===== config.mk =====
export PLATFORM = sky130hd
export DESIGN_NAME = etrm_cordic_cell
export DESIGN_NICKNAME = d
export VERILOG_FILES = /design/src/design/assert_macros.svh /design/src/design/etrm_pkg.sv /design/src/design/etrm_cordic_cell.sv
export SDC_FILE = /design/constraint.sdc
export NUM_CORES = 1
export LEC_CHECK = 0
export ABC_AREA = 1
export BUFFER_PORTS_ARGS = -buffer_cell sky130_fd_sc_hd__buf_2
export CORE_MARGIN = 2
export CORE_UTILIZATION = 40
export DETAILED_ROUTE_END_ITERATION = 7
export PLACE_DENSITY = 0.59
export SLEW_MARGIN = 10
export SYNTH_ARGS = -nofsm -noshare
export SYNTH_HDL_FRONTEND = slang
export SYNTH_SLANG_ARGS = --single-unit

===== constraint.sdc =====
create_clock -name clk -period 3 [get_ports clk]
set_clock_uncertainty 0.1 [all_clocks]
set_input_delay 0.3 -clock clk [delete_from_list [all_inputs] [get_ports clk]]
set_output_delay 0.3 -clock clk [all_outputs]
set_load 0.005 [all_outputs]

===== src/design/assert_macros.svh =====
// Shared assertion macros
`ifndef ASSERT_MACROS_SVH
`define ASSERT_MACROS_SVH

// Checked only outside reset
`define ETRM_ASSERT(lbl, prop, msg) \
    lbl: assert property (@(posedge clk) disable iff (!rst_n) prop) else $error(msg);

// Checked at every edge, reset included
`define ETRM_ASSERT_ALL(lbl, prop, msg) \
    lbl: assert property (@(posedge clk) prop) else $error(msg);

`endif


===== src/design/etrm_pkg.sv =====
`default_nettype none
package etrm_pkg;

    // Defaults for the top-level parameters
    localparam int ANGLE_BITS_DEF    = 16;
    localparam int ELEMENT_BITS_DEF  = 16;
    localparam int CORDIC_STAGES_DEF = 16;

    // Internal Q2.30 datapath width (holds angles up to 4 rad and sums)
    localparam int CW = 34;
    // Width used for element sums before conversion
    localparam int SW = 36;

    localparam logic signed [CW-1:0] PI_Q30      = 34'sd3373259426;
    localparam logic signed [CW-1:0] HALF_PI_Q30 = 34'sd1686629713;
    localparam logic signed [CW-1:0] TWO_PI_Q30  = 34'sd6746518852;
    localparam logic signed [CW-1:0] GAIN_Q30    = 34'sd652032874;

    // Truncated Q2.30 atan(2^-i)
    function automatic logic signed [CW-1:0] etrm_atan(input logic [4:0] idx);
        logic [31:0] v;
        unique case (idx)
            5'd0:  v = 32'h3243F6A8;
            5'd1:  v = 32'h1DAC6705;
            5'd2:  v = 32'h0FADBAFC;
            5'd3:  v = 32'h07F56EA6;
            5'd4:  v = 32'h03FEAB76;
            5'd5:  v = 32'h01FFD55B;
            5'd6:  v = 32'h00FFFAAA;
            5'd7:  v = 32'h007FFF55;
            5'd8:  v = 32'h003FFFEA;
            5'd9:  v = 32'h001FFFFD;
            5'd10: v = 32'h000FFFFF;
            5'd11: v = 32'h0007FFFF;
            5'd12: v = 32'h0003FFFF;
            5'd13: v = 32'h0001FFFF;
            5'd14: v = 32'h0000FFFF;
            5'd15: v = 32'h00007FFF;
            5'd16: v = 32'h00003FFF;
            5'd17: v = 32'h00001FFF;
            5'd18: v = 32'h00000FFF;
            5'd19: v = 32'h000007FF;
            5'd20: v = 32'h000003FF;
            5'd21: v = 32'h000001FF;
            5'd22: v = 32'h000000FF;
            5'd23: v = 32'h0000007F;
            5'd24: v = 32'h0000003F;
            5'd25: v = 32'h0000001F;
            5'd26: v = 32'h0000000F;
            5'd27: v = 32'h00000008;
            5'd28: v = 32'h00000004;
            5'd29: v = 32'h00000002;
            5'd30: v = 32'h00000001;
            default: v = 32'h00000000;
        endcase
        return $signed({2'b00, v});
    endfunction

endpackage
`default_nettype wire


===== src/design/etrm_cordic_cell.sv =====
`default_nettype none
module etrm_cordic_cell #(
    parameter int STAGE = 0
) (
    input  wire logic                         clk,
    input  wire logic                         en,
    input  wire logic signed [etrm_pkg::CW-1:0] x_in,
    input  wire logic signed [etrm_pkg::CW-1:0] y_in,
    input  wire logic signed [etrm_pkg::CW-1:0] z_in,
    input  wire logic                         neg_in,
    output logic signed [etrm_pkg::CW-1:0]    x_out,
    output logic signed [etrm_pkg::CW-1:0]    y_out,
    output logic signed [etrm_pkg::CW-1:0]    z_out,
    output logic                              neg_out
);
    import etrm_pkg::*;

    logic signed [CW-1:0] dx;
    logic signed [CW-1:0] dy;
    logic signed [CW-1:0] at;
    logic signed [CW-1:0] x_next;
    logic signed [CW-1:0] y_next;
    logic signed [CW-1:0] z_next;
    logic signed [CW-1:0] x_reg;
    logic signed [CW-1:0] y_reg;
    logic signed [CW-1:0] z_reg;
    logic                 neg_reg;

    // One micro-rotation, direction from the sign of residual angle
    always_comb
    begin
        dx = y_in >>> STAGE;
        dy = x_in >>> STAGE;
        at = etrm_atan(5'(STAGE));
        if (!z_in[CW-1])
        begin
            x_next = x_in - dx;
            y_next = y_in + dy;
            z_next = z_in - at;
        end
        else
        begin
            x_next = x_in + dx;
            y_next = y_in - dy;
            z_next = z_in + at;
        end
    end

    always_ff @(posedge clk)
    begin
        if (en)
        begin
            x_reg   <= x_next;
            y_reg   <= y_next;
            z_reg   <= z_next;
            neg_reg <= neg_in;
        end
    end

    assign x_out   = x_reg;
    assign y_out   = y_reg;
    assign z_out   = z_reg;
    assign neg_out = neg_reg;
endmodule
`default_nettype wire


==> metrics.cfg, run 1 <==
[worst_setup_path]
crit_path_end_kind=flip-flop
cp_data_required_time_ps=3020
cp-start-kind=input pin
crit_chain=buf_2 -> buf_4 -> buf_4 -> ha_1 -> nand2_1 -> inv_1 -> a21oi_1 -> o21ai_0 -> a21oi_1 -> o21ai_0 -> xor2_1
cpPeakStageDelay_ps=330
cp_max_fo=17
cp_slowest_cell=ha_1
worst_ep_arrival_time_ps=2460
path_class=in -> reg

[clocking]
htreeDepth=3
cts_hold_buf=3
post_cts_buffers=0
cts-root-buf=clkbuf_16
worst_setup_hold_path_clk_slew_ps=80
cts_buffer_depth=2
cts_resized=0
numCtsBuffers=9
cts_tree=yes
cts.sinks=102

[global_routing]
grt_max_degree=69
antenna_found_initial=0
grt_pass1_wl_um=65500
grtUsageTotal=0.271
grt_pass1_vias=12057
grt-ovfl-total=0

[drt]
ant_nets=0
first_pass_iters=6
post_drt_via_cell_ratio=5.29
drt_iter0_drc=920
wirelength_um=42700
drc=0
detail_route.wl_per_cell_um=17.8
vias=12684

[hold_path]
hold_path_class=in -> reg

[synth]
seq_area_frac_synth=0.255
synth.distinct_cells=47
synth_area_leader_cell=edfxtp_1
ys_ff_latch=102
async_reset_ff_frac=0
synth_area_um2=12000
synth_edf_count=102
synth.yosys.warnings=0
yosys-top-cells-area=edfxtp_1, nand2_1, ha_1
synth-main-ff-cell=edfxtp_1
synthesis.nets=2037
avgSynthCellArea_um2=6.68
synth_top_area_frac=0.255
syn_inst=1799

[floorplanning]
fp.coreArea_um2=29600
num_rows=63
die_w_um=177
die-area_um2=31500
start_util=0.406
dieHeight_um=177
ioPinCount=208

[timing]
hold_violations=0
whs_ps=10.6
layout_min_cycle_time_ps=2430
fmaxAchievable_mhz=411
setup_viol=0
tns_ps=0
tightest_slew_ps=790
drv_slew=0
grt_setup_unrepaired=false
slew_headroom=0.473
fin_crit_sh=0.811

[final_layout]
multi_input_area_um2=7750
layout.cells.non_filler=2399
antenna_cells=0
fill_cells=3169
syn_to_final_growth_pct=15.1
drive_gt1_frac=0.154
final-seq-area_um2=3060
post-route-util=0.467
fin_nets=2242

[placed_design]
port_buffers=207
dp_hpwl_um=35900
gp_congestion=0.963
dp.cells=2380

[power]
seq_power_share=0.343
power_density_nw_per_um2=401
sw_frac_of_total=0.402
p_clk_frac=0.235
p_switching_uw=2230
p_int_uw=3320
leakage_uw=0.00694
peakVddDrop_v=0.000289
power_frac_comb=0.422

[status]
outcome=finished clean

[job]
cap_violations=0

-- cell families after synthesis --
logic type / Yosys count / share of synthesized area
AND/OR/NAND/NOR: 876 / 0.308
AO/OA/AOI/OAI: 350 / 0.164
buffers and inverters: 293 / 0.100
adder cells (fa/ha/maj): 133 / 0.141
flip-flops: 102 / 0.255
XOR/XNOR: 44 / 0.0321
multiplexers: 1 / 0.000833
-- routing by layer --
metal  GRT usage  vias up  part of all wire
li1            -     6338                 -
met2       0.454      465              0.46
met3      0.0268       53             0.059
met5           0        -                 0
met1       0.371     5828              0.46
met4      0.0762        0             0.022
-- flip-flops by register name (all words and copies together), names as in the netlist --
signal / count
z_out: 34
neg_out: 1
y_out: 33
x_out: 34
-- cells in the mapped netlist, drive strengths merged (5+ instances only) --
master,count
edfxtp,102
ha,129
nand2,489
nor3,25
a31oi,7
buf,33
o21ai,120
a21oi,163
xor2,40
nand4,15
a21o,14
o21bai,17
nor2,173
o211ai,7
a21boi,5
o22ai,9
nand3,160
clkbuf,11
or2,7
inv,248
-- per-stage QoR --
stage	instance area, um2	worst slack (ps)	power (uW)
after detailed placement	13500	187	4240
final	13800	566	5550
after global routing	13800	410	5910
after global placement	13500	162	4230
after CTS	13800	591	5560
after floorplan	12000	273	3370
-- final timing paths --
path	start	end	slack (ps)	cells past startpoint
hold / removal	neg_in	neg_out$_DFFE_PP_	10	1
setup / recovery	z_in[33]	z_out[25]$_DFFE_PP_	570	11
-- cells in the final DEF, fill, tap and decap left out, types with 40 or more instances in the layout --
master,count
nand2_1,476
inv_1,239
buf_2,206
nor2_1,162
nand3_1,159
a21oi_1,158
ha_1,129
edfxtp_1,102
o21ai_0,100
xor2_1,40
-- worst max-delay path: cells and delay by family --
family | cells | cell delay [ps]
AO/OA/AOI/OAI | 4 | 760
XOR/XNOR | 1 | 170
adder cells (fa/ha/maj) | 1 | 330
buffers and inverters | 4 | 740
AND/OR/NAND/NOR | 1 | 130
-- final cells by class --
| cell class | count | share of cell area |
|---|---|---|
| Tap cell | 390 | 0.0353 |
| Clock buffer | 10 | 0.0165 |
| Inverter | 249 | 0.0676 |
| Clock inverter | 6 | 0.00552 |
| Sequential cell | 102 | 0.221 |
| Multi-Input combinational cell | 1404 | 0.560 |
| Timing Repair Buffer | 238 | 0.0933 |
-- power by group through the flow --
| stage | logic [uW] | registers, uW | clock network (uW) |
|---|---|---|---|
| CTS | 2320 | 1910 | 1330 |
| finish | 2340 | 1900 | 1300 |
| global route | 2610 | 1920 | 1390 |
| detailed placement | 2300 | 1940 | 0 |
| global placement | 2300 | 1940 | 0 |
| floorplan | 1410 | 1950 | 0 |
No activity file was read; power rests on OpenSTA's default activity.
==> run 2, diff against run 1 <==
- PLACE_DENSITY: 0.59 -> 0.62
- clock period: 3 -> 2.23 ns (I/O delays scaled with it)
==> run 2 against run 1 <==
Effect of this change:
- worst hold slack improved by 22 ps
- critical path type unchanged
- critical endpoint is now x_out[18]$_DFFE_PP_
- critical path depth did not move
- combinational power is 67% higher
- largest cell class unchanged
- die area unchanged
- largest power group unchanged
==> metrics.cfg, run 2 (synthesis results as in run 1) <==
[timing]
tns_ps=0
slew_headroom=0.604
layout_min_cycle_time_ps=2120
setup_viol=0
fin_crit_sh=0.953
fmaxAchievable_mhz=471
tightest_slew_ps=594
hold_violations=0
whs_ps=32.9
drv_slew=0

[global_routing]
grt_pass1_wl_um=69700
grt_pass1_vias=13684
antenna_found_initial=0
grtUsageTotal=0.285
grt_max_degree=65
grt-ovfl-total=0

[floorplanning]
dieHeight_um=177
num_rows=63
ioPinCount=208
start_util=0.406
die_w_um=177
fp.coreArea_um2=29600
die-area_um2=31500

[placed_design]
dp.cells=2696
post_dp_cell_area_um2=16000
gp_congestion=0.948
dp_hpwl_um=37600
port_buffers=207

[hold_path]
hold_path_class=in -> reg

[drt]
first_pass_iters=7
detail_route.wl_per_cell_um=16.3
wirelength_um=44400
ant_nets=0
vias=13853
drt_iter0_drc=985
drc=0
post_drt_via_cell_ratio=5.10

[final_layout]
fill_cells=2968
antenna_cells=0
final_cell_mix=nand2_1, buf_4, inv_1
syn_to_final_growth_pct=35.9
drive_gt1_frac=0.278
post-route-util=0.551
layout.cells.non_filler=2716
fin_area_um2=16300
fin_nets=2559
final_common_cell=nand2_1

[job]
cap_violations=0

[worst_setup_path]
path_class=in -> reg
cp-start-kind=input pin
worst_ep_arrival_time_ps=2160
crit_path_end_kind=flip-flop
cp_max_fo=8
cp_data_required_time_ps=2270

[power]
peakVddDrop_v=0.000366
power_density_nw_per_um2=506
leakage_uw=0.00845

[clocking]
cts.sinks=102
cts_buffer_depth=2
post_cts_buffers=0
numCtsBuffers=9
cts-root-buf=clkbuf_16
worst_setup_hold_path_clk_slew_ps=80
htreeDepth=3
cts_tree=yes

[status]
outcome=finished clean

## run 2: layout make-up
cell class,instances,area (um2),area share
repair buffers,555,3710,0.227
multi-input cells,1404,7830,0.479
well taps,390,488,0.0299
clock buffers,9,225,0.0138
inverters,249,940,0.0575
flip-flops and latches,102,3060,0.187
clock inverters,7,86.3,0.00528
## run 2: timing repair
action,in CTS,in global routing
endpoints found under the setup margin,0,34
hold buffers,4,0
resized for setup,0,19
endpoints found under the hold margin,4,0
## run 2: path summary, 6_finish.rpt
kind | start | slack, ps | cells after the start | end
max | x_in[15] | 110 | 11 | x_out[18]$_DFFE_PP_
min | z_in[3] | 30 | 2 | z_out[3]$_DFFE_PP_
## run 2: power by group
group	internal, uW	switching [uW]
Clock	901	904
Sequential	2480	83.0
Combinational	1700	2210
Total	5070	3190
## run 2: routing by layer
metal  vias up  part of all wire  global-route usage
li1       6978                 -                   -
met1      6338              0.45               0.384
met2       472              0.46               0.481
met3        65             0.064              0.0246
met4         0             0.025              0.0895
met5         -                 0                   0
## run 2: per-stage QoR
step / total power, uW / setup slack (ps)
after floorplan: 4540 / 39.1
after global placement: 6400 / -275
after detailed placement: 6430 / -325
after CTS: 8240 / 43.9
after global routing: 8790 / -12.0
final: 8270 / 105
## run 2: worst max-delay path, stage by stage
cell	delay [ps]
buf_2	120
inv_1	50
ha_1	400
a21oi_1	340
o21ai_0	260
buf_4	200
a21o_1	160
a21oi_1	160
nand2_1	80
nand3_1	90
nand2_1	60
==> run 3, diff against run 2 <==
- ABC_AREA: 1 -> not set
==> run 3 against run 2 <==
Effect of this change:
- the run now ends with negative setup slack left
- sequential share of layout area is 0.97 points lower
- flip-flop and latch count stayed put
- core utilization is 11 points higher
- clock power is 13% lower
- sequential power is 3% higher
- critical endpoint is now y_out[29]$_DFFE_PP_
- count of clock-buffer cells in the layout stayed put
- fmax is 21% lower
- largest cell class unchanged
- non-clock buffer count is 97 higher
- setup slack worse by 560 ps
- cell area is 5.4% higher
==> metrics.cfg, run 3 <==
[drt]
drt_iter0_drc=970
drc=0
post_drt_via_cell_ratio=5.46
detail_route.wl_per_cell_um=18.2
wirelength_um=39600
ant_nets=0
vias=11858
first_pass_iters=5

[synth]
synth_most_common_cell=ha_1
post_synth_xor_area_fraction=0.0744
syn_inst=1218
synthesis.nets=1456
synth-adder-area-share=0.162
synth_compound_area_frac=0.260
yosys-top-cells-count=ha_1, a21oi_1, inv_1
seq_area_frac_synth=0.292
synth_top_family_by_area=compound AO/OA/AOI/OAI gates
ys_ff_latch=102
yosys-top-cells-area=edfxtp_1, ha_1, a21oi_1
synth_area_um2=10500
avgSynthCellArea_um2=8.60
synth_edf_count=102
synth.yosys.warnings=0
synth-main-ff-cell=edfxtp_1
muxShareOfSynthArea=0.0116
synth_simple_gate_area_frac=0.141
synth_area_leader_cell=edfxtp_1
synth.distinct_cells=68
synth_top_area_frac=0.292
async_reset_ff_frac=0

[clocking]
numCtsBuffers=9
worst_setup_hold_path_clk_slew_ps=70
cts_buffer_depth=2
htreeDepth=3
cts-root-buf=clkbuf_16
cts.sinks=102
cts_tree=yes

[global_routing]
antenna_found_initial=0
grt_pass1_vias=11851
grt_pass1_wl_um=61000
grt-ovfl-total=0
grt_max_degree=60
grtUsageTotal=0.275

[worst_setup_path]
setup.worst_path.start=x_in[19]
crit_path_end_kind=flip-flop
cp_data_required_time_ps=2240
worst_ep_arrival_time_ps=2700
path_class=in -> reg
cp-start-kind=input pin
cp_max_fo=3

[placed_design]
port_buffers=207
post_dp_cell_area_um2=15400
dp_hpwl_um=30700
gp_congestion=0.965

[final_layout]
final_cell_mix=buf_4, buf_2, edfxtp_1
post-route-util=0.665
antenna_cells=0
final_common_cell=buf_4
drive_gt1_frac=0.491
fin_nets=2071
syn_to_final_growth_pct=64.5
fin_area_um2=17200
fill_cells=2148

[floorplanning]
num_rows=59
die_w_um=166
fp.coreArea_um2=25900
ioPinCount=208
dieHeight_um=166
die-area_um2=27500
start_util=0.404

[timing]
fmaxAchievable_mhz=373
slew_headroom=0.467
hold_violations=0
grt_setup_unrepaired=true
fin_crit_sh=1.20
tightest_slew_ps=800
layout_min_cycle_time_ps=2680
setup_slack_ps=-452
setup_viol=51
tns_ps=-11790
drv_slew=0

[hold_path]
min_from=z_in[3]
hold_depth=3
hold_path_class=in -> reg

[power]
power_density_nw_per_um2=499
peakVddDrop_v=0.000314
leakage_uw=0.00783
total_power_uw=8600

[job]
cap_violations=0

[status]
violations=negative setup slack
outcome=finished with violations

-- run 3: area by class of cell --
cell class	instances	area, um2	area share
Multi-Input combinational cell	953	8320	0.483
Timing Repair Buffer	652	4680	0.272
Clock inverter	7	47.5	0.00276
Tap cell	335	419	0.0243
Inverter	115	479	0.0278
Sequential cell	102	3060	0.178
Clock buffer	9	225	0.0131
-- run 3: critical path: stages --
cell      delay [ps]
buf_8            100
inv_4             50
ha_4             190
or4_4            550
or3_4            380
nor3_4           170
o211ai_2         150
a211oi_4         340
buf_6            160
o21ai_4           60
a221oi_2         240
xnor2_1           90
-- run 3: what timing repair did --
| action | 4_1_cts | 5_1_grt |
|---|---|---|
| resized for setup | 150 | 88 |
| pin swaps | 86 | 77 |
| setup buffers | 39 | 16 |
| hold buffers | 4 | 0 |
| endpoints found under the hold margin | 4 | 0 |
| setup endpoints to repair | 49 | 63 |
-- run 3: worst paths after layout --
| kind | end | slack [ps] |
|---|---|---|
| worst max-delay path | y_out[29]$_DFFE_PP_ | -450 |
| worst min-delay path | z_out[3]$_DFFE_PP_ | 160 |
-- run 3: report_power, final --
part	internal (uW)	switching (uW)
clock	765	799
combinational	2180	2220
sequential	2540	89.3
total	5480	3110
-- run 3: metal layers --
metal | track usage | vias to the layer above | wire (um)
li1 | - | 5695 | -
met2 | 0.474 | 468 | 19200
met1 | 0.350 | 5597 | 16700
met4 | 0.121 | 0 | 1620
met3 | 0.0296 | 98 | 2090
met5 | 0 | - | 0
-- run 3: through the flow --
| stage | cells | setup WS [ps] | hold WS (ps) |
|---|---|---|---|
| global route | 2173 | -523 | 166 |
| CTS | 2163 | -413 | 151 |
| detailed placement | 2104 | -949 | 301 |
| finish | 2173 | -452 | 164 |
| floorplan | 1218 | -546 | 222 |
| global placement | 2104 | -865 | 300 |
-- run 3: cells by family (layout without fill, tap and decap cells) --
group,count (synthesis),in the layout
xor gates and xnor gates,89,89
muxes,12,12
AOI/OAI and AO/OA,415,415
DFF,102,102
adders and majority gates,133,133
and+or+nand+nor,304,304
buffers and inverters,163,783
