`src/design/assert_macros.svh`:
```
// Shared assertion macros
`ifndef ASSERT_MACROS_SVH
`define ASSERT_MACROS_SVH

// Checked only outside reset
`define ETRM_ASSERT(lbl, prop, msg) \
    lbl: assert property (@(posedge clk) disable iff (!rst_n) prop) else $error(msg);

// Checked at every edge, reset included
`define ETRM_ASSERT_ALL(lbl, prop, msg) \
    lbl: assert property (@(posedge clk) prop) else $error(msg);

`endif

```
`src/design/etrm_pkg.sv`:
```
`default_nettype none
package etrm_pkg;

    // Defaults for the top-level parameters
    localparam int ANGLE_BITS_DEF    = 16;
    localparam int ELEMENT_BITS_DEF  = 16;
    localparam int CORDIC_STAGES_DEF = 16;

    // Internal Q2.30 datapath width (holds angles up to 4 rad and sums)
    localparam int CW = 34;
    // Width used for element sums before conversion
    localparam int SW = 36;

    localparam logic signed [CW-1:0] PI_Q30      = 34'sd3373259426;
    localparam logic signed [CW-1:0] HALF_PI_Q30 = 34'sd1686629713;
    localparam logic signed [CW-1:0] TWO_PI_Q30  = 34'sd6746518852;
    localparam logic signed [CW-1:0] GAIN_Q30    = 34'sd652032874;

    // Truncated Q2.30 atan(2^-i)
    function automatic logic signed [CW-1:0] etrm_atan(input logic [4:0] idx);
        logic [31:0] v;
        unique case (idx)
            5'd0:  v = 32'h3243F6A8;
            5'd1:  v = 32'h1DAC6705;
            5'd2:  v = 32'h0FADBAFC;
            5'd3:  v = 32'h07F56EA6;
            5'd4:  v = 32'h03FEAB76;
            5'd5:  v = 32'h01FFD55B;
            5'd6:  v = 32'h00FFFAAA;
            5'd7:  v = 32'h007FFF55;
            5'd8:  v = 32'h003FFFEA;
            5'd9:  v = 32'h001FFFFD;
            5'd10: v = 32'h000FFFFF;
            5'd11: v = 32'h0007FFFF;
            5'd12: v = 32'h0003FFFF;
            5'd13: v = 32'h0001FFFF;
            5'd14: v = 32'h0000FFFF;
            5'd15: v = 32'h00007FFF;
            5'd16: v = 32'h00003FFF;
            5'd17: v = 32'h00001FFF;
            5'd18: v = 32'h00000FFF;
            5'd19: v = 32'h000007FF;
            5'd20: v = 32'h000003FF;
            5'd21: v = 32'h000001FF;
            5'd22: v = 32'h000000FF;
            5'd23: v = 32'h0000007F;
            5'd24: v = 32'h0000003F;
            5'd25: v = 32'h0000001F;
            5'd26: v = 32'h0000000F;
            5'd27: v = 32'h00000008;
            5'd28: v = 32'h00000004;
            5'd29: v = 32'h00000002;
            5'd30: v = 32'h00000001;
            default: v = 32'h00000000;
        endcase
        return $signed({2'b00, v});
    endfunction

endpackage
`default_nettype wire

```
`src/design/etrm_fold.sv`:
```
`default_nettype none
module etrm_fold #(
    parameter int ANGLE_BITS = 16
) (
    input  wire logic                             clk,
    input  wire logic                             en,
    input  wire logic signed [ANGLE_BITS-1:0]     angle,
    output logic signed [etrm_pkg::CW-1:0]        z_out,
    output logic                                  neg_out
);
    import etrm_pkg::*;

    localparam int SHIFT = 33 - ANGLE_BITS;

    logic signed [CW-1:0] z_scaled;
    logic signed [CW-1:0] z_wrap;
    logic signed [CW-1:0] z_next;
    logic                 neg_next;
    logic signed [CW-1:0] z_reg;
    logic                 neg_reg;

    // Scale to Q2.30, wrap into [-pi, pi], fold into [-pi/2, pi/2]
    always_comb
    begin
        z_scaled = CW'(angle) <<< SHIFT;
        if (z_scaled > PI_Q30)
            z_wrap = z_scaled - TWO_PI_Q30;
        else if (z_scaled < -PI_Q30)
            z_wrap = z_scaled + TWO_PI_Q30;
        else
            z_wrap = z_scaled;
        neg_next = 1'b0;
        z_next   = z_wrap;
        if (z_wrap > HALF_PI_Q30)
        begin
            z_next   = PI_Q30 - z_wrap;
            neg_next = 1'b1;
        end
        else if (z_wrap < -HALF_PI_Q30)
        begin
            z_next   = -PI_Q30 - z_wrap;
            neg_next = 1'b1;
        end
    end

    always_ff @(posedge clk)
    begin
        if (en)
        begin
            z_reg   <= z_next;
            neg_reg <= neg_next;
        end
    end

    assign z_out   = z_reg;
    assign neg_out = neg_reg;
endmodule
`default_nettype wire

```
`config.mk`:
```
export PLATFORM = sky130hd
export DESIGN_NAME = etrm_fold
export DESIGN_NICKNAME = d
export VERILOG_FILES = /design/src/design/assert_macros.svh /design/src/design/etrm_pkg.sv /design/src/design/etrm_fold.sv
export SDC_FILE = /design/constraint.sdc
export NUM_CORES = 1
export LEC_CHECK = 0
export BUFFER_PORTS_ARGS = -buffer_cell sky130_fd_sc_hd__buf_2
export CAP_MARGIN = 20
export CORE_MARGIN = 4
export CORE_UTILIZATION = 55
export CTS_CLUSTER_DIAMETER = 50
export CTS_CLUSTER_SIZE = 25
export DETAILED_ROUTE_END_ITERATION = 8
export HOLD_SLACK_MARGIN = 0.15
export PLACE_DENSITY = 0.89
export REMOVE_ABC_BUFFERS = 1
export SLEW_MARGIN = 5
export SYNTH_ARGS = -nofsm -noshare
export SYNTH_HDL_FRONTEND = slang
export SYNTH_SLANG_ARGS = --single-unit
```
`constraint.sdc`:
```
create_clock -name clk -period 4.8 [get_ports clk]
set_input_delay 0.72 -clock clk [delete_from_list [all_inputs] [get_ports clk]]
set_output_delay 0.72 -clock clk [all_outputs]
set_load 0.01 [all_outputs]
```
==> results of run 1 <==
==> layout by cell type, fill, tap and decap left out, types with 3 or more instances in the layout <==
| cell | count |
|---|---|
| buf_2 | 51 |
| edfxtp_1 | 27 |
| a21oi_1 | 20 |
| nor2_1 | 15 |
| nand2_1 | 13 |
| xnor2_1 | 13 |
| o21ai_0 | 13 |
| inv_1 | 9 |
| nor3_1 | 7 |
| nand3_1 | 7 |
| xor2_1 | 6 |
| o21ai_1 | 5 |
| o22ai_1 | 5 |
| o32ai_1 | 4 |
| nor4_1 | 4 |
| ha_1 | 4 |
| inv_2 | 3 |
| xnor2_2 | 3 |
| a221oi_1 | 3 |
| nand2b_1 | 3 |
| clkbuf_8 | 3 |
| buf_4 | 3 |
==> layer usage <==
| metal | global-route usage, % | up-vias | share of wire, % |
|---|---|---|---|
| li1 | - | 1039 | - |
| met1 | 28.4 | 1015 | 44 |
| met2 | 34.0 | 80 | 48 |
| met3 | 0.935 | 9 | 5.5 |
| met4 | 5.93 | 0 | 1.8 |
| met5 | 0 | - | 0 |
==> worst max path at each step <==
stage              from  slack, ns         to
6_report       angle[5]       0.67  z_out[26]
5_1_grt        angle[5]       0.33  z_out[21]
3_3_place_gp   angle[5]       0.55  z_out[26]
3_5_place_dp   angle[5]       0.51  z_out[26]
4_1_cts        angle[5]       0.73  z_out[26]
2_1_floorplan  angle[0]       0.78  z_out[21]
==> cell families after synthesis <==
kind of cell	Yosys count	synth area share, %
other	1	0.152
AOI/OAI and AO/OA	89	27.8
muxes	1	0.406
xor gates and xnor gates	23	9.39
DFF	27	32.9
buffers and inverters	38	8.93
and+or+nand+nor	76	18.4
adders and majority gates	4	2.03
==> report_power, final <==
part	leakage [nW]	switching (mW)	internal [mW]
clock network	0.0228	0.0616	0.0593
registers	0.263	0.00767	0.304
logic	0.748	0.157	0.101
total	1.03	0.227	0.464
==> through the flow <==
stage / util [%] / setup WS (ns) / std cells / hold slack (ns)
CTS: 61.5 / 0.730 / 343 / 0.908
finish: 61.5 / 0.674 / 343 / 0.922
global placement: 60.5 / 0.546 / 339 / 1.13
detailed placement: 60.5 / 0.513 / 339 / 1.13
global route: 61.5 / 0.334 / 343 / 0.948
floorplan: - / 0.777 / 233 / 0.832
==> worst max-delay path, cell delays in order <==
cell and delay, ns:
buf_2 0.16, inv_1 0.16, ha_1 0.22, nor3b_2 0.22, o221ai_1 0.16, nand2_2 0.34
inv_2 0.20, ha_1 0.22, or3_1 0.30, nand4_1 0.09, o21ai_0 0.10, a211oi_1 0.33
o311ai_2 0.13, buf_4 0.23, o22a_1 0.25, a21oi_1 0.24, a211oi_2 0.06
==> layout make-up <==
cell class	count	area [um^2]
tap	52	65.1
timing repair buffer	54	278
sequential	27	811
inverter	12	45.0
clock buffer	4	45.0
multi-input combinational	194	1430
fill	367	1680
==> run_results.csv, run 1 <==
group,metric,value,unit
hold_path,hold_depth,3,
clock_network,ctsHoldBuffers,0,
logic_synthesis,synth_cell_types,75,
global_routing,grt_usage,20.3,%
finish,drive_gt1_share,32.0,%
clock_network,post-cts-setup-buffers,0,
die,dieArea,5620,um^2
critical_path,cp_max_fo,20,
detailed_routing,dr.pass1.iters,5,
logic_synthesis,ys_warn_count,0,
hold_path,hold_class,"primary input to register",
placement,io_buffers,51,
clock_network,cts.sinks,27,
logic_synthesis,async_reset_ff_share,0,%
power_and_ir_drop,leakagePower,1.03,nW
detailed_routing,via_per_inst,6.25,
logic_synthesis,syn_avg_cell_area,9.52,um^2
logic_synthesis,synth-edff-count,27,
timing,rsz0062_at_grt,"no",
die,die-width,74.9,um
critical_path,endpoint_kind,"register",
logic_synthesis,synth_area_leaders,"edfxtp_1, xnor2_1, buf_4, a21oi_1, o21ai_0",
logic_synthesis,ys.flop_type,"edfxtp_1",
detailed_routing,finalWirelength,5.63,mm
logic_synthesis,yosysTopAreaCell,"edfxtp_1",
hold_path,hold_path.startpoint,"angle[1]",
logic_synthesis,syn_area,2460,um^2
timing,relSlewSlack,54.6,%
clock_network,numCtsBuffers,3,
logic_synthesis,yosys-top-cells-count,"edfxtp_1, a21oi_1, buf_4, nor2_1",
logic_synthesis,synth.most_common_cell,"edfxtp_1",
clock_network,clk_root_buffer_cell,"clkbuf_8",
finish,num-nets-final,314,
clock_network,cts_tree,"built",
power_and_ir_drop,power_density,258,nW/um^2
critical_path,critPathKind,"primary input to register",
global_routing,grt_pass1_wl,9.03,mm
outcome,status,"completed",
detailed_routing,dr.first_iter.drc_count,193,
logic_synthesis,synthCells,259,
power_and_ir_drop,post-layout-total-power,691,uW
global_routing,antenna_found_initial,0,
global_routing,grt.overflow.total,0,
finish,area_delta_synth_final,8.63,%
detailed_routing,ant_nets,0,
finish,fin_area,2680,um^2
die,coreArea,4350,um^2
timing,final_hold_viol_count,0,
die,start_util,56.6,%
clock_network,cts_resized,0,
die,fp.dieH,74.9,um
hold_path,hold_path_end,"z_out[18]",
power_and_ir_drop,peakVddDrop,0.000111,V
timing,fin_crit_sh,86.0,%
clock_network,htreeDepth,1,
finish,diodes,0,
timing,slew_violations,0,
detailed_routing,drc,0,
placement,hpwl,4.20,mm
die,io_pins,53,
finish,largest_reg_flops,27,
critical_path,worstPathArrival,4.13,ns
critical_path,crit_path_start_kind,"primary input",
detailed_routing,vias,2143,
placement,dpl-instance-area,2630,um^2
clock_network,clk_pin_slew_worst_paths,0.08,ns
detailed_routing,wl_per_cell,16.4,um
logic_synthesis,ys_seq_elements,27,
timing,setup_tns,0,ns
logic_synthesis,synth_top_area_share,32.9,%
timing,setup_viol,0,
global_routing,grt_pass1_vias,1901,
timing,worst_slew_pin_slew,0.681,ns
die,rows,24,
run,drv_cap,0,
timing,fin_crit,4.13,ns
critical_path,worstPathRequired,4.80,ns
global_routing,grt_max_degree,28,
timing,fmax,0.242,GHz
logic_synthesis,seq_area_frac_synth,32.9,%
clock_network,cts_buffer_depth,2,
placement,place.gp.congestion,0.950,
Note: power is estimated with default switching activity, not from simulation.
==> inputs of run 2 (changes only) <==
CORE_ASPECT_RATIO = 0.7   (was unset)
==> run 2 against run 1 <==
Final cell count grew 1.2%. Wire length grew 1.7%. First-iteration DRC count grew 10%. Sequential cell count is the same. Sequential power is essentially flat. Hold slack gained 0.023 ns. Critical path type unchanged. Largest cell class unchanged.
==> run_results.csv, run 2 (synthesis gave the netlist of run 1 again) <==
group,metric,value,unit
global_routing,grt_max_degree,28,
power_and_ir_drop,peakVddDrop,0.000166,V
die,die-width,88.0,um
timing,worst_slew_pin_slew,0.695,ns
hold_path,hold_class,"primary input to register",
placement,dpl-instance-area,2640,um^2
power_and_ir_drop,post-layout-total-power,695,uW
critical_path,crit_path_start_kind,"primary input",
global_routing,grt.overflow.total,0,
placement,dp.cells,343,
timing,fin_ws,0.643,ns
timing,setup_tns,0,ns
finish,n_fill_cell,363,
power_and_ir_drop,switching_share,33.2,%
die,dieArea,5630,um^2
global_routing,grt_pass1_vias,2037,
detailed_routing,ant_nets,0,
die,io_pins,53,
die,fp.dieH,64.0,um
critical_path,critPathKind,"primary input to register",
finish,num-nets-final,315,
detailed_routing,dr_wl_met2,2.57,mm
critical_path,cpMaxStageDelayCell,"a311o_1",
clock_network,clk_root_buffer_cell,"clkbuf_8",
critical_path,endpoint_kind,"register",
timing,relSlewSlack,53.7,%
clock_network,post-cts-setup-buffers,0,
finish,diodes,0,
power_and_ir_drop,p_sw,231,uW
detailed_routing,wl_per_cell,16.5,um
power_and_ir_drop,p_comb_share,37.5,%
finish,fin_area,2690,um^2
global_routing,grt_pass1_wl,9.52,mm
detailed_routing,met3_length,616,um
finish,instances_no_fill,347,
critical_path,path_cells,"buf_2 -> inv_1 -> ha_1 -> nor3b_2 -> o221ai_1 -> nand2_2 -> inv_2 -> a22oi_1 -> xnor2_2 -> o21ai_0 -> a311o_1 -> a21boi_0 -> o211a_1 -> xnor2_1",
power_and_ir_drop,pwr-share-clk,17.7,%
detailed_routing,highest_layer,"met4",
placement,hpwl,4.37,mm
clock_network,numCtsBuffers,3,
timing,fin_crit,4.16,ns
die,start_util,56.9,%
run,drv_cap,0,
power_and_ir_drop,power_density,259,nW/um^2
finish,utilization,62.1,%
critical_path,worstPathRequired,4.83,ns
timing,final_hold_viol_count,0,
finish,drive_gt1_share,32.2,%
critical_path,slowest_delay,0.66,ns
clock_network,cts_tree,"built",
finish,largest_reg_flops,27,
detailed_routing,dr.pass1.iters,5,
timing,fin_crit_sh,86.6,%
detailed_routing,via_per_inst,6.38,
clock_network,clk_pin_slew_worst_paths,0.08,ns
finish,area_delta_synth_final,9.09,%
die,coreArea,4330,um^2
clock_network,cts.sinks,27,
clock_network,cts_resized,0,
power_and_ir_drop,power.internal,465,uW
hold_path,hold_depth,3,
detailed_routing,finalWirelength,5.73,mm
power_and_ir_drop,pwr-share-seq,44.8,%
finish,layout_commonest_cell,"buf_2",
placement,place_ws,0.466,ns
timing,slew_violations,0,
detailed_routing,vias,2215,
clock_network,htreeDepth,1,
critical_path,cp_max_fo,19,
finish,final_cell_mix,"buf_2, edfxtp_1, a21oi_1, nor2_1",
detailed_routing,m1WireLength,2.48,mm
timing,hold_slack,0.944,ns
global_routing,grt_usage,20.7,%
critical_path,worstPathArrival,4.18,ns
global_routing,antenna_found_initial,0,
placement,io_buffers,51,
power_and_ir_drop,leakagePower,1.04,nW
die,rows,20,
detailed_routing,drc,0,
timing,setup_viol,0,
placement,place.gp.congestion,0.976,
outcome,status,"completed",
timing,fmax,0.241,GHz
clock_network,ctsHoldBuffers,0,
timing,rsz0062_at_grt,"no",
detailed_routing,dr.first_iter.drc_count,213,
clock_network,cts_buffer_depth,2,
-- run 2: critical path: cells and delay by family --
| kind | cells | cell delay [ns] |
|---|---|---|
| and+or+nand+nor | 2 | 0.55 |
| buffers and inverters | 3 | 0.51 |
| adders and majority gates | 1 | 0.23 |
| xor gates and xnor gates | 2 | 0.31 |
| AOI/OAI and AO/OA | 6 | 1.86 |
-- run 2: routing by layer --
| layer | vias up | GRT usage (%) |
|---|---|---|
| li1 | 1038 | - |
| met1 | 1051 | 30.2 |
| met2 | 118 | 31.3 |
| met3 | 8 | 3.09 |
| met4 | 0 | 6.79 |
| met5 | - | 0 |
-- run 2: worst paths after layout --
| check | startpoint | end | slack [ns] |
|---|---|---|---|
| setup / recovery | angle[5] | z_out[21] | 0.64 |
| hold / removal | angle[1] | z_out[18] | 0.94 |
-- run 2: power by group through the flow --
stage          Sequential [mW]  Combinational [mW]  Clock [mW]
2_1_floorplan            0.342               0.138           0
3_3_place_gp             0.316               0.250           0
3_5_place_dp             0.317               0.257           0
4_1_cts                  0.312               0.258       0.125
5_1_grt                  0.315               0.286       0.135
6_report                 0.311               0.261       0.123
-- run 2: layout make-up --
cell class / instances / area [um^2] / area share (%)
Timing Repair Buffer: 55 / 285 / 10.6
Clock buffer: 4 / 45.0 / 1.68
Tap cell: 55 / 68.8 / 2.56
Multi-Input combinational cell: 194 / 1430 / 53.3
Inverter: 12 / 45.0 / 1.68
Sequential cell: 27 / 811 / 30.2
==> inputs of run 3 (changes only) <==
CTS_CLUSTER_SIZE = 8   (was 25)
PLACE_DENSITY = 0.8   (was 0.89)
==> run 3 against run 2 <==
Power is 0.36% lower. Global-route usage is 0.92 points lower. Critical path depth is 1 higher. Combinational power is 2% lower. Largest power group unchanged. Clock power hardly changed. Clock-buffer cell count stayed put. Sequential power hardly changed. Design area is 0.28% lower. Die area stayed put. Non-clock buffer count is 1 lower. Wire length is 6.5% lower. Fmax is 2.6% higher.
==> run_results.csv, run 3 (synthesis gave the netlist of run 1 again) <==
group,metric,value,unit
die,rows,20,
critical_path,worstPathArrival,4.08,ns
critical_path,slowest_delay,0.63,ns
clock_network,clk_root_buffer_cell,"clkbuf_8",
global_routing,grt_pass1_vias,1818,
critical_path,endpoint_kind,"register",
global_routing,grt_usage,19.8,%
detailed_routing,wl_per_cell,15.5,um
critical_path,cp_max_fo,19,
power_and_ir_drop,power_density,258,nW/um^2
detailed_routing,dr.pass1.iters,4,
clock_network,numCtsBuffers,3,
finish,num-nets-final,314,
finish,diodes,0,
hold_path,hold_path_end,"z_out[18]",
finish,layout_commonest_cell,"buf_2",
die,io_pins,53,
finish,final_cell_mix,"buf_2, edfxtp_1, a21oi_1, nor2_1",
timing,relSlewSlack,55.6,%
finish,largest_reg_flops,27,
clock_network,ctsHoldBuffers,0,
die,fp.dieH,64.0,um
detailed_routing,drc,0,
critical_path,path_cells,"buf_2 -> inv_1 -> ha_1 -> nor3b_2 -> o221ai_1 -> nand2_2 -> inv_2 -> nor4_1 -> o21ai_1 -> o211ai_1 -> a311o_1 -> and2_4 -> inv_2 -> o211a_1 -> xnor2_1",
detailed_routing,vias,2124,
clock_network,cts_buffer_depth,2,
hold_path,hold_path.startpoint,"angle[1]",
placement,place.gp.congestion,0.963,
detailed_routing,dr.first_iter.drc_count,229,
timing,hold_slack,0.907,ns
timing,slew_violations,0,
die,dieArea,5630,um^2
finish,drive_gt1_share,32.0,%
timing,rsz0062_at_grt,"no",
hold_path,hold_depth,3,
critical_path,critPathKind,"primary input to register",
power_and_ir_drop,peakVddDrop,0.000173,V
clock_network,htreeDepth,1,
critical_path,cpMaxStageDelayCell,"a311o_1",
detailed_routing,finalWirelength,5.35,mm
timing,fmax,0.247,GHz
detailed_routing,ant_nets,0,
global_routing,grt_max_degree,28,
outcome,status,"completed",
hold_path,hold_class,"primary input to register",
clock_network,cts_tree,"built",
power_and_ir_drop,leakagePower,1.03,nW
timing,fin_crit,4.05,ns
detailed_routing,via_per_inst,6.14,
global_routing,antenna_found_initial,0,
critical_path,path_common_cell,"inv_2",
clock_network,cts_resized,0,
finish,area_delta_synth_final,8.78,%
die,die-width,88.0,um
timing,setup_viol,0,
timing,setup_tns,0,ns
timing,final_hold_viol_count,0,
timing,worst_slew_pin_slew,0.666,ns
critical_path,worstPathRequired,4.83,ns
placement,io_buffers,51,
clock_network,clk_pin_slew_worst_paths,0.08,ns
global_routing,grt_pass1_wl,8.89,mm
placement,hpwl,4.14,mm
critical_path,crit_path_start_kind,"primary input",
global_routing,grt.overflow.total,0,
die,start_util,56.9,%
clock_network,post-cts-setup-buffers,0,
run,drv_cap,0,
die,coreArea,4330,um^2
timing,fin_crit_sh,84.4,%
clock_network,cts.sinks,27,
run 3: cell count changes in the layout (fill, tap and decap cells not counted):
| cell | previous run | this run |
|---|---|---|
| buf_4 | 4 | 3 |
run 3: layer usage:
| metal | GRT usage, % | part of all wire [%] |
|---|---|---|
| met1 | 31.1 | 48 |
| met2 | 27.9 | 43 |
| met3 | 2.84 | 8.2 |
| met4 | 5.47 | 1.1 |
| met5 | 0 | 0 |
run 3: through the flow:
step | cell area [um^2] | worst slack, ns | power [mW] | std cells | util, %
final | 2680 | 0.750 | 0.693 | 346 | 61.9
after global routing | 2680 | 0.373 | 0.735 | 346 | 61.9
after CTS | 2680 | 0.803 | 0.694 | 346 | 61.9
after detailed placement | 2640 | 0.532 | 0.571 | 342 | 60.9
after global placement | 2640 | 0.637 | 0.567 | 342 | 60.9
after floorplan | 2290 | 0.777 | 0.480 | 233 | -
run 3: cell type report:
cell class	instances	area [um^2]
Fill cell	364	1650
Multi-Input combinational cell	194	1430
Sequential cell	27	811
Timing Repair Buffer	54	278
Tap cell	55	68.8
Clock buffer	4	45.0
Inverter	12	45.0
run 3: worst max path at each step:
stage,from,end,slack (ns),depth (start not counted)
after detailed placement,angle[5],z_out[26],0.53,17
final,angle[5],z_out[21],0.75,15
after global routing,angle[5],z_out[21],0.37,14
after global placement,angle[5],z_out[26],0.64,17
after CTS,angle[5],z_out[26],0.80,17
after floorplan,angle[0],z_out[21],0.78,13
run 3: critical path, delay by kind of cell:
family	cells	cell delay, ns
AO/OA/AOI/OAI	5	1.32
XOR/XNOR	1	0.12
adder cells (fa/ha/maj)	1	0.22
buffers and inverters	4	0.53
AND/OR/NAND/NOR	4	1.14
run 3: where the power goes:
| part | internal, mW | leakage [nW] | switching (mW) |
|---|---|---|---|
| combinational | 0.101 | 0.748 | 0.155 |
| clock | 0.0595 | 0.0228 | 0.0661 |
| sequential | 0.304 | 0.263 | 0.00764 |
